## config.mk

```make
export PLATFORM = sky130hd
export DESIGN_NAME = cid_binary_header_parser
export DESIGN_NICKNAME = d
export VERILOG_FILES = /design/src/sv/cbhp_pkg.sv /design/src/sv/cbhp_front.sv /design/src/sv/cbhp_core.sv /design/src/sv/cid_binary_header_parser.sv
export SDC_FILE = /design/constraint.sdc
export NUM_CORES = 1
export LEC_CHECK = 0
export ABC_AREA = 1
export ABC_CLOCK_PERIOD_IN_PS = 5900
export BUFFER_PORTS_ARGS = -buffer_cell sky130_fd_sc_hd__clkbuf_2
export CORE_ASPECT_RATIO = 1.5
export CORE_MARGIN = 2
export CORE_UTILIZATION = 60
export CTS_CLUSTER_SIZE = 24
export DETAILED_ROUTE_END_ITERATION = 8
export PLACE_DENSITY_LB_ADDON = 0.15
export SLEW_MARGIN = 20
export SYNTH_ARGS = -nofsm -noshare
export SYNTH_HDL_FRONTEND = slang
export SYNTH_HIERARCHICAL = 1
export SYNTH_SLANG_ARGS = --single-unit
```

## constraint.sdc

```tcl
create_clock -name clk -period 5.9 [get_ports clk]
set_input_delay 0.885 -clock clk [delete_from_list [all_inputs] [get_ports clk]]
set_output_delay 0.885 -clock clk [all_outputs]
set_load 0.05 [all_outputs]
```

## src/sv/cbhp_pkg.sv

```systemverilog
// Shared types, codes and constants of the binary identifier header parser.
package cbhp_pkg;

  localparam int unsigned VALUE_W  = 63;
  localparam int unsigned Q_DEPTH  = 2;
  localparam int unsigned Q_PTR_W  = $clog2(Q_DEPTH);
  localparam int unsigned Q_CNT_W  = $clog2(Q_DEPTH + 1);

  localparam logic [VALUE_W-1:0] CODE_VERSION  = VALUE_W'(64'h01);
  localparam logic [VALUE_W-1:0] CODE_RAW      = VALUE_W'(64'h55);
  localparam logic [VALUE_W-1:0] CODE_DAG_CBOR = VALUE_W'(64'h71);
  localparam logic [VALUE_W-1:0] CODE_IDENTITY = VALUE_W'(64'h00);
  localparam logic [VALUE_W-1:0] CODE_BLAKE2B  = VALUE_W'(64'hb220);
  localparam logic [VALUE_W-1:0] BLAKE2B_SIZE  = VALUE_W'(64'd32);

  localparam logic [3:0] VARINT_MAX_SHIFT = 4'd8;

  typedef enum logic [2:0] {
    ST_OK          = 3'd0,
    ST_BAD_VERSION = 3'd1,
    ST_BAD_VARINT  = 3'd2,
    ST_TRUNCATED   = 3'd3,
    ST_BAD_CONTENT = 3'd4,
    ST_BAD_HASH    = 3'd5,
    ST_BAD_SIZE    = 3'd6,
    ST_EXTRA_BYTES = 3'd7
  } status_t;

  // A byte as it leaves the front end, with its class already worked out.
  typedef struct packed {
    logic [7:0] data;
    logic       last;
    logic       zero;
    logic       cont;
  } item_t;

  typedef struct packed {
    logic [7:0]         digest_byte;
    logic               digest_valid;
    logic               done_res;
    status_t            status;
    logic               content_kind;
    logic               hash_kind;
    logic [VALUE_W-1:0] digest_length;
  } result_t;

endpackage

```

## src/sv/cbhp_front.sv

```systemverilog
// Front end: accepts identifier bytes, classifies them and queues them.
module cbhp_front (
  input  logic          clk,
  input  logic          rst_n,
  input  logic          push,
  input  logic [7:0]    in_byte,
  input  logic          in_is_last,
  output logic          full,
  output logic          deq_valid,
  output cbhp_pkg::item_t deq_item,
  input  logic          deq_take
);
  import cbhp_pkg::*;

  item_t              mem_r [Q_DEPTH];
  logic [Q_PTR_W-1:0] wr_ptr_r, wr_ptr_nxt;
  logic [Q_PTR_W-1:0] rd_ptr_r, rd_ptr_nxt;
  logic [Q_CNT_W-1:0] cnt_r, cnt_nxt;
  logic               put;
  logic               get;
  item_t              cls;

  assign full      = (cnt_r == Q_CNT_W'(Q_DEPTH));
  assign deq_valid = (cnt_r != '0);
  assign deq_item  = mem_r[rd_ptr_r];
  assign put       = push && !full;
  assign get       = deq_take && deq_valid;

  always_comb begin
    cls.data = in_byte;
    cls.last = in_is_last;
    cls.zero = (in_byte == 8'h00);
    cls.cont = in_byte[7];
  end

  always_comb begin
    wr_ptr_nxt = wr_ptr_r;
    rd_ptr_nxt = rd_ptr_r;
    cnt_nxt    = cnt_r;
    if (put) begin
      wr_ptr_nxt = (wr_ptr_r == Q_PTR_W'(Q_DEPTH - 1)) ? '0 : wr_ptr_r + 1'b1;
    end
    if (get) begin
      rd_ptr_nxt = (rd_ptr_r == Q_PTR_W'(Q_DEPTH - 1)) ? '0 : rd_ptr_r + 1'b1;
    end
    case ({put, get})
      2'b10:   cnt_nxt = cnt_r + 1'b1;
      2'b01:   cnt_nxt = cnt_r - 1'b1;
      default: cnt_nxt = cnt_r;
    endcase
  end

  always_ff @(posedge clk) begin
    if (!rst_n) begin
      wr_ptr_r <= '0;
      rd_ptr_r <= '0;
      cnt_r    <= '0;
    end else begin
      wr_ptr_r <= wr_ptr_nxt;
      rd_ptr_r <= rd_ptr_nxt;
      cnt_r    <= cnt_nxt;
    end
  end

  always_ff @(posedge clk) begin
    if (put) begin
      mem_r[wr_ptr_r] <= cls;
    end
  end

endmodule

```

## src/sv/cbhp_core.sv

```systemverilog
// Back end: varint decoding, phase tracking and the result queue.
module cbhp_core (
  input  logic              clk,
  input  logic              rst_n,
  input  logic              item_valid,
  input  cbhp_pkg::item_t   item,
  output logic              item_take,
  output logic              empty,
  input  logic              pop,
  output cbhp_pkg::result_t res
);
  import cbhp_pkg::*;

  typedef enum logic [2:0] {
    PH_VERSION,
    PH_CONTENT,
    PH_HASH,
    PH_SIZE,
    PH_DIGEST,
    PH_EXTRA,
    PH_SINK
  } phase_t;

  phase_t             phase_r, phase_nxt;
  logic               first_r, first_nxt;
  logic [VALUE_W-1:0] acc_r, acc_nxt;
  logic [3:0]         shift_r, shift_nxt;
  logic               content_r, content_nxt;
  logic               hash_r, hash_nxt;
  logic [VALUE_W-1:0] size_r, size_nxt;
  logic [VALUE_W-1:0] remain_r, remain_nxt;
  status_t            pend_r, pend_nxt;

  logic [5:0]         sh;
  logic [VALUE_W-1:0] acc_or;
  logic [VALUE_W-1:0] remain_dec;
  result_t            res_c;

  result_t            q_r [Q_DEPTH];
  logic [Q_PTR_W-1:0] wr_ptr_r, wr_ptr_nxt;
  logic [Q_PTR_W-1:0] rd_ptr_r, rd_ptr_nxt;
  logic [Q_CNT_W-1:0] cnt_r, cnt_nxt;
  logic               get;

  assign item_take = item_valid && (cnt_r != Q_CNT_W'(Q_DEPTH));
  assign empty     = (cnt_r == '0);
  assign res       = q_r[rd_ptr_r];
  assign get       = pop && !empty;

  // Bit position of the current 7-bit group; the ninth group lands at the top.
  always_comb begin
    case (shift_r)
      4'd0:    sh = 6'd0;
      4'd1:    sh = 6'd7;
      4'd2:    sh = 6'd14;
      4'd3:    sh = 6'd21;
      4'd4:    sh = 6'd28;
      4'd5:    sh = 6'd35;
      4'd6:    sh = 6'd42;
      4'd7:    sh = 6'd49;
      default: sh = 6'd56;
    endcase
  end

  assign acc_or     = acc_r | (VALUE_W'(item.data[6:0]) << sh);
  assign remain_dec = remain_r - 1'b1;

  always_comb begin
    phase_nxt   = phase_r;
    first_nxt   = 1'b0;
    acc_nxt     = acc_r;
    shift_nxt   = shift_r;
    content_nxt = content_r;
    hash_nxt    = hash_r;
    size_nxt    = size_r;
    remain_nxt  = remain_r;
    pend_nxt    = pend_r;
    res_c       = '0;

    if (!(first_r && item.zero)) begin
      if (phase_r inside {PH_VERSION, PH_CONTENT, PH_HASH, PH_SIZE}) begin
        if (item.cont) begin
          if (shift_r >= VARINT_MAX_SHIFT) begin
            pend_nxt  = ST_BAD_VARINT;
            phase_nxt = PH_SINK;
            acc_nxt   = '0;
            shift_nxt = '0;
          end else begin
            acc_nxt   = acc_or;
            shift_nxt = shift_r + 1'b1;
          end
        end else if (item.zero && shift_r != 4'd0) begin
          pend_nxt  = ST_BAD_VARINT;
          phase_nxt = PH_SINK;
          acc_nxt   = '0;
          shift_nxt = '0;
        end else begin
          acc_nxt   = '0;
          shift_nxt = '0;
          case (phase_r)
            PH_VERSION: begin
              if (acc_or != CODE_VERSION) begin
                pend_nxt  = ST_BAD_VERSION;
                phase_nxt = PH_SINK;
              end else begin
                phase_nxt = PH_CONTENT;
              end
            end
            PH_CONTENT: begin
              content_nxt = (acc_or == CODE_DAG_CBOR);
              if (acc_or != CODE_RAW && acc_or != CODE_DAG_CBOR && pend_r == ST_OK) begin
                pend_nxt = ST_BAD_CONTENT;
              end
              phase_nxt = PH_HASH;
            end
            PH_HASH: begin
              hash_nxt = (acc_or == CODE_BLAKE2B);
              if (acc_or != CODE_IDENTITY && acc_or != CODE_BLAKE2B && pend_r == ST_OK) begin
                pend_nxt = ST_BAD_HASH;
              end
              phase_nxt = PH_SIZE;
            end
            default: begin
              size_nxt   = acc_or;
              remain_nxt = acc_or;
              if (hash_r && acc_or != BLAKE2B_SIZE && pend_r == ST_OK) begin
                pend_nxt = ST_BAD_SIZE;
              end
              phase_nxt = (acc_or != '0) ? PH_DIGEST : PH_EXTRA;
            end
          endcase
        end
      end else if (phase_r == PH_DIGEST) begin
        res_c.digest_byte  = item.data;
        res_c.digest_valid = (pend_r == ST_OK);
        remain_nxt         = remain_dec;
        if (remain_dec == '0) begin
          phase_nxt = PH_EXTRA;
        end
      end else if (phase_r == PH_EXTRA) begin
        if (pend_r == ST_OK) begin
          pend_nxt = ST_EXTRA_BYTES;
        end
      end
    end

    res_c.done_res      = item.last;
    res_c.content_kind  = content_nxt;
    res_c.hash_kind     = hash_nxt;
    res_c.digest_length = size_nxt;
    if (item.last) begin
      if (phase_nxt inside {PH_VERSION, PH_CONTENT, PH_HASH, PH_SIZE}) begin
        res_c.status = ST_BAD_VARINT;
      end else if (phase_nxt == PH_DIGEST) begin
        res_c.status = ST_TRUNCATED;
      end else begin
        res_c.status = pend_nxt;
      end
    end else begin
      res_c.status = ST_OK;
    end
  end

  // The last byte of an identifier returns the parser to its reset state.
  always_ff @(posedge clk) begin
    if (!rst_n || (item_take && item.last)) begin
      phase_r   <= PH_VERSION;
      first_r   <= 1'b1;
      acc_r     <= '0;
      shift_r   <= '0;
      content_r <= 1'b0;
      hash_r    <= 1'b0;
      size_r    <= '0;
      remain_r  <= '0;
      pend_r    <= ST_OK;
    end else if (item_take) begin
      phase_r   <= phase_nxt;
      first_r   <= first_nxt;
      acc_r     <= acc_nxt;
      shift_r   <= shift_nxt;
      content_r <= content_nxt;
      hash_r    <= hash_nxt;
      size_r    <= size_nxt;
      remain_r  <= remain_nxt;
      pend_r    <= pend_nxt;
    end
  end

  always_comb begin
    wr_ptr_nxt = wr_ptr_r;
    rd_ptr_nxt = rd_ptr_r;
    if (item_take) begin
      wr_ptr_nxt = (wr_ptr_r == Q_PTR_W'(Q_DEPTH - 1)) ? '0 : wr_ptr_r + 1'b1;
    end
    if (get) begin
      rd_ptr_nxt = (rd_ptr_r == Q_PTR_W'(Q_DEPTH - 1)) ? '0 : rd_ptr_r + 1'b1;
    end
    case ({item_take, get})
      2'b10:   cnt_nxt = cnt_r + 1'b1;
      2'b01:   cnt_nxt = cnt_r - 1'b1;
      default: cnt_nxt = cnt_r;
    endcase
  end

  always_ff @(posedge clk) begin
    if (!rst_n) begin
      wr_ptr_r <= '0;
      rd_ptr_r <= '0;
      cnt_r    <= '0;
    end else begin
      wr_ptr_r <= wr_ptr_nxt;
      rd_ptr_r <= rd_ptr_nxt;
      cnt_r    <= cnt_nxt;
    end
  end

  always_ff @(posedge clk) begin
    if (item_take) begin
      q_r[wr_ptr_r] <= res_c;
    end
  end

endmodule

```

## src/sv/cid_binary_header_parser.sv

```systemverilog
// Top level of the binary identifier header parser: front end, parser core.
// A transferred byte passes through the front queue and then the result queue before its
// result can be popped from the output.
// Throughput: one byte per cycle while the result queue has room; the varint and phase update is combinational.
// Both sides are two-entry queues, so either side may stall without stopping the other until the queues fill.
// Reset is synchronous and active low; it empties both queues and clears parser state.
module cid_binary_header_parser (
  input  logic        clk,
  input  logic        rst_n,
  input  logic        push,
  input  logic [7:0]  in_byte,
  input  logic        in_is_last,
  output logic        full,
  output logic        empty,
  input  logic        pop,
  output logic [7:0]  out_digest_byte,
  output logic        out_digest_valid,
  output logic        out_done_res,
  output logic [2:0]  out_status,
  output logic        out_content_kind,
  output logic        out_hash_kind,
  output logic [62:0] out_digest_length
);
  import cbhp_pkg::*;

  logic    fq_valid;
  logic    fq_take;
  item_t   fq_item;
  result_t res;

  cbhp_front u_front (
    .clk        (clk),
    .rst_n      (rst_n),
    .push       (push),
    .in_byte    (in_byte),
    .in_is_last (in_is_last),
    .full       (full),
    .deq_valid  (fq_valid),
    .deq_item   (fq_item),
    .deq_take   (fq_take)
  );

  cbhp_core u_core (
    .clk        (clk),
    .rst_n      (rst_n),
    .item_valid (fq_valid),
    .item       (fq_item),
    .item_take  (fq_take),
    .empty      (empty),
    .pop        (pop),
    .res        (res)
  );

  assign out_digest_byte   = res.digest_byte;
  assign out_digest_valid  = res.digest_valid;
  assign out_done_res      = res.done_res;
  assign out_status        = res.status;
  assign out_content_kind  = res.content_kind;
  assign out_hash_kind     = res.hash_kind;
  assign out_digest_length = res.digest_length;

  a_reset_empty: assert property (@(posedge clk) !rst_n |=> empty && !full)
    else $error("queues not empty after reset");

  a_front_holds: assert property (@(posedge clk) disable iff (!rst_n)
    fq_valid && !fq_take |=> fq_valid)
    else $error("queued byte lost between front end and core");

  a_status_on_done: assert property (@(posedge clk) disable iff (!rst_n)
    !empty && out_status != ST_OK |-> out_done_res)
    else $error("status reported on a result that is not the last");

  a_push_lands: assert property (@(posedge clk) disable iff (!rst_n)
    push && !full |=> fq_valid)
    else $error("transferred byte did not reach the front queue");

endmodule

```

Word-level counts from Yosys, hierarchy flattened
Memory sizes are Yosys's and may differ from the RTL's. A register that Yosys moved wholly into a read port is not among the register bits.
Cells that the tools add are included.
{"block": "classes", "n_reduce_logical": 34, "order_cmp": 1, "muxes": 70, "shift": 1, "n_eq_ne": 25, "addsub": 10, "bitwise": 2}
{"op": "63-bit two-way mux", "count": 12}
{"op": "63-bit by 7-bit inequality test with 1-bit output (second input constant)", "count": 2}
{"op": "3-bit two-way mux", "count": 25}
{"op": "63-bit by 16-bit == test with 1-bit output (second input constant)", "count": 1}
{"op": "63-bit by 7-bit == test with 1-bit output (second input constant)", "count": 1}
{"op": "63-bit zero test", "count": 1}
{"op": "63-bit by 1-bit inequality test with 1-bit output (second input constant)", "count": 1}
{"op": "63-bit by 16-bit inequality test with 1-bit output (second input constant)", "count": 1}
{"op": "63-bit by 6-bit inequality test with 1-bit output (second input constant)", "count": 1}
{"op": "63-bit bitwise OR", "count": 1}
{"op": "63-bit nonzero test", "count": 1}
{"op": "7-bit by 6-bit left shift with 63-bit output", "count": 1}
{"op": "63-bit by 1-bit subtractor with 63-bit output (second input constant)", "count": 1}
{"op": "9-bit two-way mux", "count": 3}
{"op": "1-bit two-way mux", "count": 23}
{"op": "3-bit case mux with 3 select lines", "count": 2}
{"op": "1-bit logical AND", "count": 13}
{"op": "3-bit by 2-bit == test with 1-bit output (second input constant)", "count": 4}
{"op": "4-bit nonzero test", "count": 3}
{"op": "3-bit == test (second input constant)", "count": 3}
{"op": "3-bit zero test", "count": 3}
{"op": "8-bit zero test", "count": 1}
{"op": "4-bit two-way mux", "count": 2}
{"op": "2-bit inequality test (second input constant)", "count": 4}
{"op": "other kinds (18)", "count": 33}
{"block": "word_totals", "regBits": 210, "mem_bits_rw": 178, "wordCells": 161, "mem_count": 3, "romBits": 48}
{"name": "u_core.q_r", "words": 2, "width": 78, "rd": 1, "rd_clocked_by_memory_dff": 1, "write_ports": 1, "line_no": "cbhp_core.sv:39", "source": "result_t q_r [Q_DEPTH];"}
{"name": "(name not given)", "words": 8, "width": 6, "rd": 1, "rd_clocked_by_memory_dff": 1, "write_ports": 0, "line_no": "cbhp_core.sv:52", "source": "case (shift_r)"}
{"name": "u_front.mem_r", "words": 2, "width": 11, "rd": 1, "rd_clocked_by_memory_dff": 1, "write_ports": 1, "line_no": "cbhp_front.sv:15", "source": "item_t mem_r [Q_DEPTH];"}

Depth between registers and ports, before layout
{"block": "depth", "ltp_word": 15, "ltp_mapped": 27}

Cells and area by module
The synthesis kept the hierarchy.
{"module": "cbhp_core", "n_inst": 1, "cells_per_inst": 2242, "seq_area_each_um2": 8948.6, "area_per_inst_um2": 18522.8}
{"module": "cbhp_front", "n_inst": 1, "cells_per_inst": 77, "seq_area_each_um2": 700.7, "area_per_inst_um2": 999.7}

Worst setup path before layout
OpenSTA, ideal clock, no wires.
{"block": "synth_timing", "path_kind": "reg2reg", "from": "register u_front.cnt_r[0]", "to": "memory u_core/q_r[0][0] (netlist name), enable pin", "path_stages_with_launch": 6, "path_slack_ps": 1206, "t_arrival_ps": 4179, "required_time_ps": 5385, "period_less_slack_ps": 4694, "path_buffers": 1, "cell_sequence": "dfxtp_1 inv_1 nand2_1 o21ai_1 clkbuf_1 nor2_1"}
{"block": "synth_between", "elab_chain_cells": 4}
{"item": "start: declaration", "line_no": "cbhp_front.sv:18", "source": "logic [Q_CNT_W-1:0] cnt_r, cnt_nxt;"}
{"item": "start signal: assignment", "line_no": "cbhp_front.sv:61", "source": "cnt_r <= cnt_nxt;"}
{"item": "2-bit nonzero test", "line_no": "cbhp_front.sv:24", "source": "assign deq_valid = (cnt_r != '0);"}
{"item": "via fq_valid", "line_no": "cid_binary_header_parser.sv:26", "source": "logic fq_valid;"}
{"item": "1-bit logical AND", "line_no": "cbhp_core.sv:45", "source": "assign item_take = item_valid && (cnt_r != Q_CNT_W'(Q_DEPTH));"}
{"item": "1-bit two-way mux", "line_no": "cbhp_core.sv:218", "source": "if (item_take) begin"}
{"item": "1-bit two-way mux (not written as such)", "line_no": "cbhp_core.sv:219", "source": "q_r[wr_ptr_r] <= res_c;"}
{"item": "end: declaration", "line_no": "cbhp_core.sv:39"}
The timed path passes the listed nets, and every way through them passes these cells.

==> results.toml <==
[sta]
relSlewSlack = 0.328
rsz0062_at_grt = "no"
period_minus_slack_ns = 4.20
skew_ns = 0.0164
tightest_slew_ns = 1.01
final-setup-viol-count = 0
hold_ws_ns = 0.454
slew_violations = 0
hold_viol = 0
finalSetupTns_ns = 0
fmax_mhz = 238
finalCritPeriodShare = 0.713

[yosys]
async_reset_ff_frac = 0
yosysTopAreaCellShare = 0.271
ys.flop_type = "dfxtp_1"
post_synth_num_cell_types = 54
synth_area_leaders = "edfxtp_1, dfxtp_1, nand2_1"
ys_seq_elements = 394
postSynthAreaPerCell_um2 = 8.42
yosysWarnings = 6
synthCells = 2319
synth_edf_count = 176
syn_area_um2 = 19500
yosysSeqAreaShare = 0.494
synth.net_count = 2342
synth_area_leader_cell = "edfxtp_1"

[finish]
seq_area_um2 = 9660
multi_input_area_um2 = 8430
postLayoutCellArea_um2 = 21400
nets = 2381
drive_above_1_share = 0.150
fin_cells = 2798
n_antenna_cell = 0
synthToLayoutAreaGrowth_pct = 9.62
fillerInstances = 2708

[grt]
grt_pass1_vias = 16300
grt_use_met3 = 0.0429
grtUsageMet2 = 0.610
grt_max_degree = 96
use_met1 = 0.400
grt_pass1_wl_um = 90200
grtUsageTotal = 0.350
antenna_found_initial = 0
busiest_layer = "met2"
overflow = 0

[place]
dp.cells = 2728
dp_hpwl_um = 43300
placed_cell_area_um2 = 20200
routabilityCongestion = 1.05
io_buffer_count = 92

[power_and_ir_drop]
p_leak_nw = 9.06
p_per_area_nw_per_um2 = 634
peakVddDrop_uv = 376
p_total_mw = 13.6

[floorplan]
floorplan.die_area_um2 = 34000
die_w_um = 151
initial_core_util = 0.611
row_count = 80
io_pins = 93
core_um2 = 31900
die_h_um = 225

[clock_network]
cts_resized = 0
postCtsHoldBufs = 0
clockBufferDepth = 3
cts_sinks = 394
cts_tree = "done"
htree_levels = 2
clkTransAtPathRegs_ns = 0.06
cts_root_buf = "clkbuf_16"
clk_latency_ns = 0.56
cts_setup_buffers = 0
cts_made_buffers = 38

[route]
drc_errors = 0
drt-vias-per-instance = 5.94
drt-initial-drc-count = 1306
wl_per_cell_um = 21.3
wirelength_um = 59700
ant_nets = 0
drt_first_pass_iters = 8
vias = 16600

[critical_path]
cp.required_ns = 6.33
worstSetupPathType = "flip-flop to flip-flop"
arrival_ns = 4.64
critPathLaunchType = "flip-flop"
endpoint_kind = "flip-flop"
crit_fanout = 57

[run]
cap_violations = 0

[min_path]
hp-class = "flip-flop to flip-flop"

[status]
outcome = "completed"
==> cell type report <==
cell class | instances | share of cell area
timing repair buffer | 111 | 0.0282
tap | 410 | 0.0240
clock inverter | 18 | 0.00824
inverter | 263 | 0.0465
multi-input combinational | 1550 | 0.394
clock buffer | 52 | 0.0480
sequential | 394 | 0.451
==> synth_stat cells, types with 6 or more instances <==
cell type  number
nand3_2        22
nor3_1         18
edfxtp_1      176
a21oi_1       136
nand2_2        19
mux2_2         88
o21ai_1         6
clkbuf_1       81
inv_2           9
a221oi_1        8
buf_1          16
nand4_1        48
a211oi_1       51
nor2_1        271
nor4_1          6
a31oi_1         7
nor2_2         11
ha_1           10
a21oi_2         8
buf_2           7
nand3_1        92
nand2_1       444
dfxtp_1       218
o21ai_0       166
inv_1         251
xor2_1         34
xnor2_1        20
o211ai_1       48
==> final timing paths <==
check / cells after the start / slack (ns) / to / startpoint
setup reg to reg: 13 / 1.70 / flip-flop / flip-flop
setup / recovery: 13 / 1.70 / flip-flop / flip-flop
hold reg to reg: 2 / 0.45 / u_core/first_r / u_core/first_r
hold / removal: 2 / 0.45 / u_core/first_r / u_core/first_r
==> registers in the layout, summed over array words and instances (netlist names), 2 cells and up, named ones only <==
signal / cells
u_front/mem_r: 20
u_core/cnt_r: 2
u_core/remain_r: 63
u_core/shift_r: 4
u_front/cnt_r: 2
u_core/acc_r: 63
u_core/phase_r: 3
u_core/size_r: 63
u_core/pend_r: 3
u_core/q_r: 156
==> report_power, final <==
group          switching, mW  leakage, nW  internal, mW
clock                   1.07        0.583          1.29
sequential             0.321         3.44          3.77
combinational           5.34         5.04          1.79
==> layer usage <==
layer | up-vias | part of all wire
li1 | 7869 | -
met1 | 7831 | 0.37
met2 | 702 | 0.50
met3 | 214 | 0.058
met4 | 0 | 0.077
met5 | - | 0
==> worst max-delay path, stage by stage, from the launching register on <==
cell and delay (ns):
dfxtp_1 0.61, mux2_2 0.40, nand2_1 0.15, clkinv_1 0.27, nor2_1 0.16, inv_1 0.15, nor2_1 0.14, buf_4 0.22
inv_1 0.05, buf_4 0.31, nor2_1 0.63, o21ai_0 0.36, ha_1 0.31, nor2_1 0.29
==> through the flow <==
stage                     utilization  setup WS, ns
final                           0.670          1.70
after global routing            0.670          1.43
after CTS                       0.670          1.74
after detailed placement        0.633          1.78
after global placement          0.632          1.74
after floorplan                     -          1.21
==> placed cells by master, fill, tap and decap left out, types with 51 or more instances in the layout <==
master,Yosys,layout
nand3_1,92,92
o21ai_0,166,166
a211oi_1,51,51
nand2_1,444,443
dfxtp_1,218,216
a21oi_1,136,136
edfxtp_1,176,176
mux2_2,88,88
nor2_1,271,268
clkbuf_2,0,92
inv_1,251,248
==> kinds of logic (layout without fill, tap and decap cells) <==
logic type,count (synthesis),count (layout),share of synthesized area
AND/OR/NAND/NOR,955,955,0.216
AO/OA/AOI/OAI,443,443,0.132
flip-flops,394,394,0.494
buffers and inverters,375,444,0.0757
multiplexers,88,88,0.0508
XOR/XNOR,54,54,0.0242
adder cells (fa/ha/maj),10,10,0.00641
Note: power is estimated with default switching activity, not from simulation.
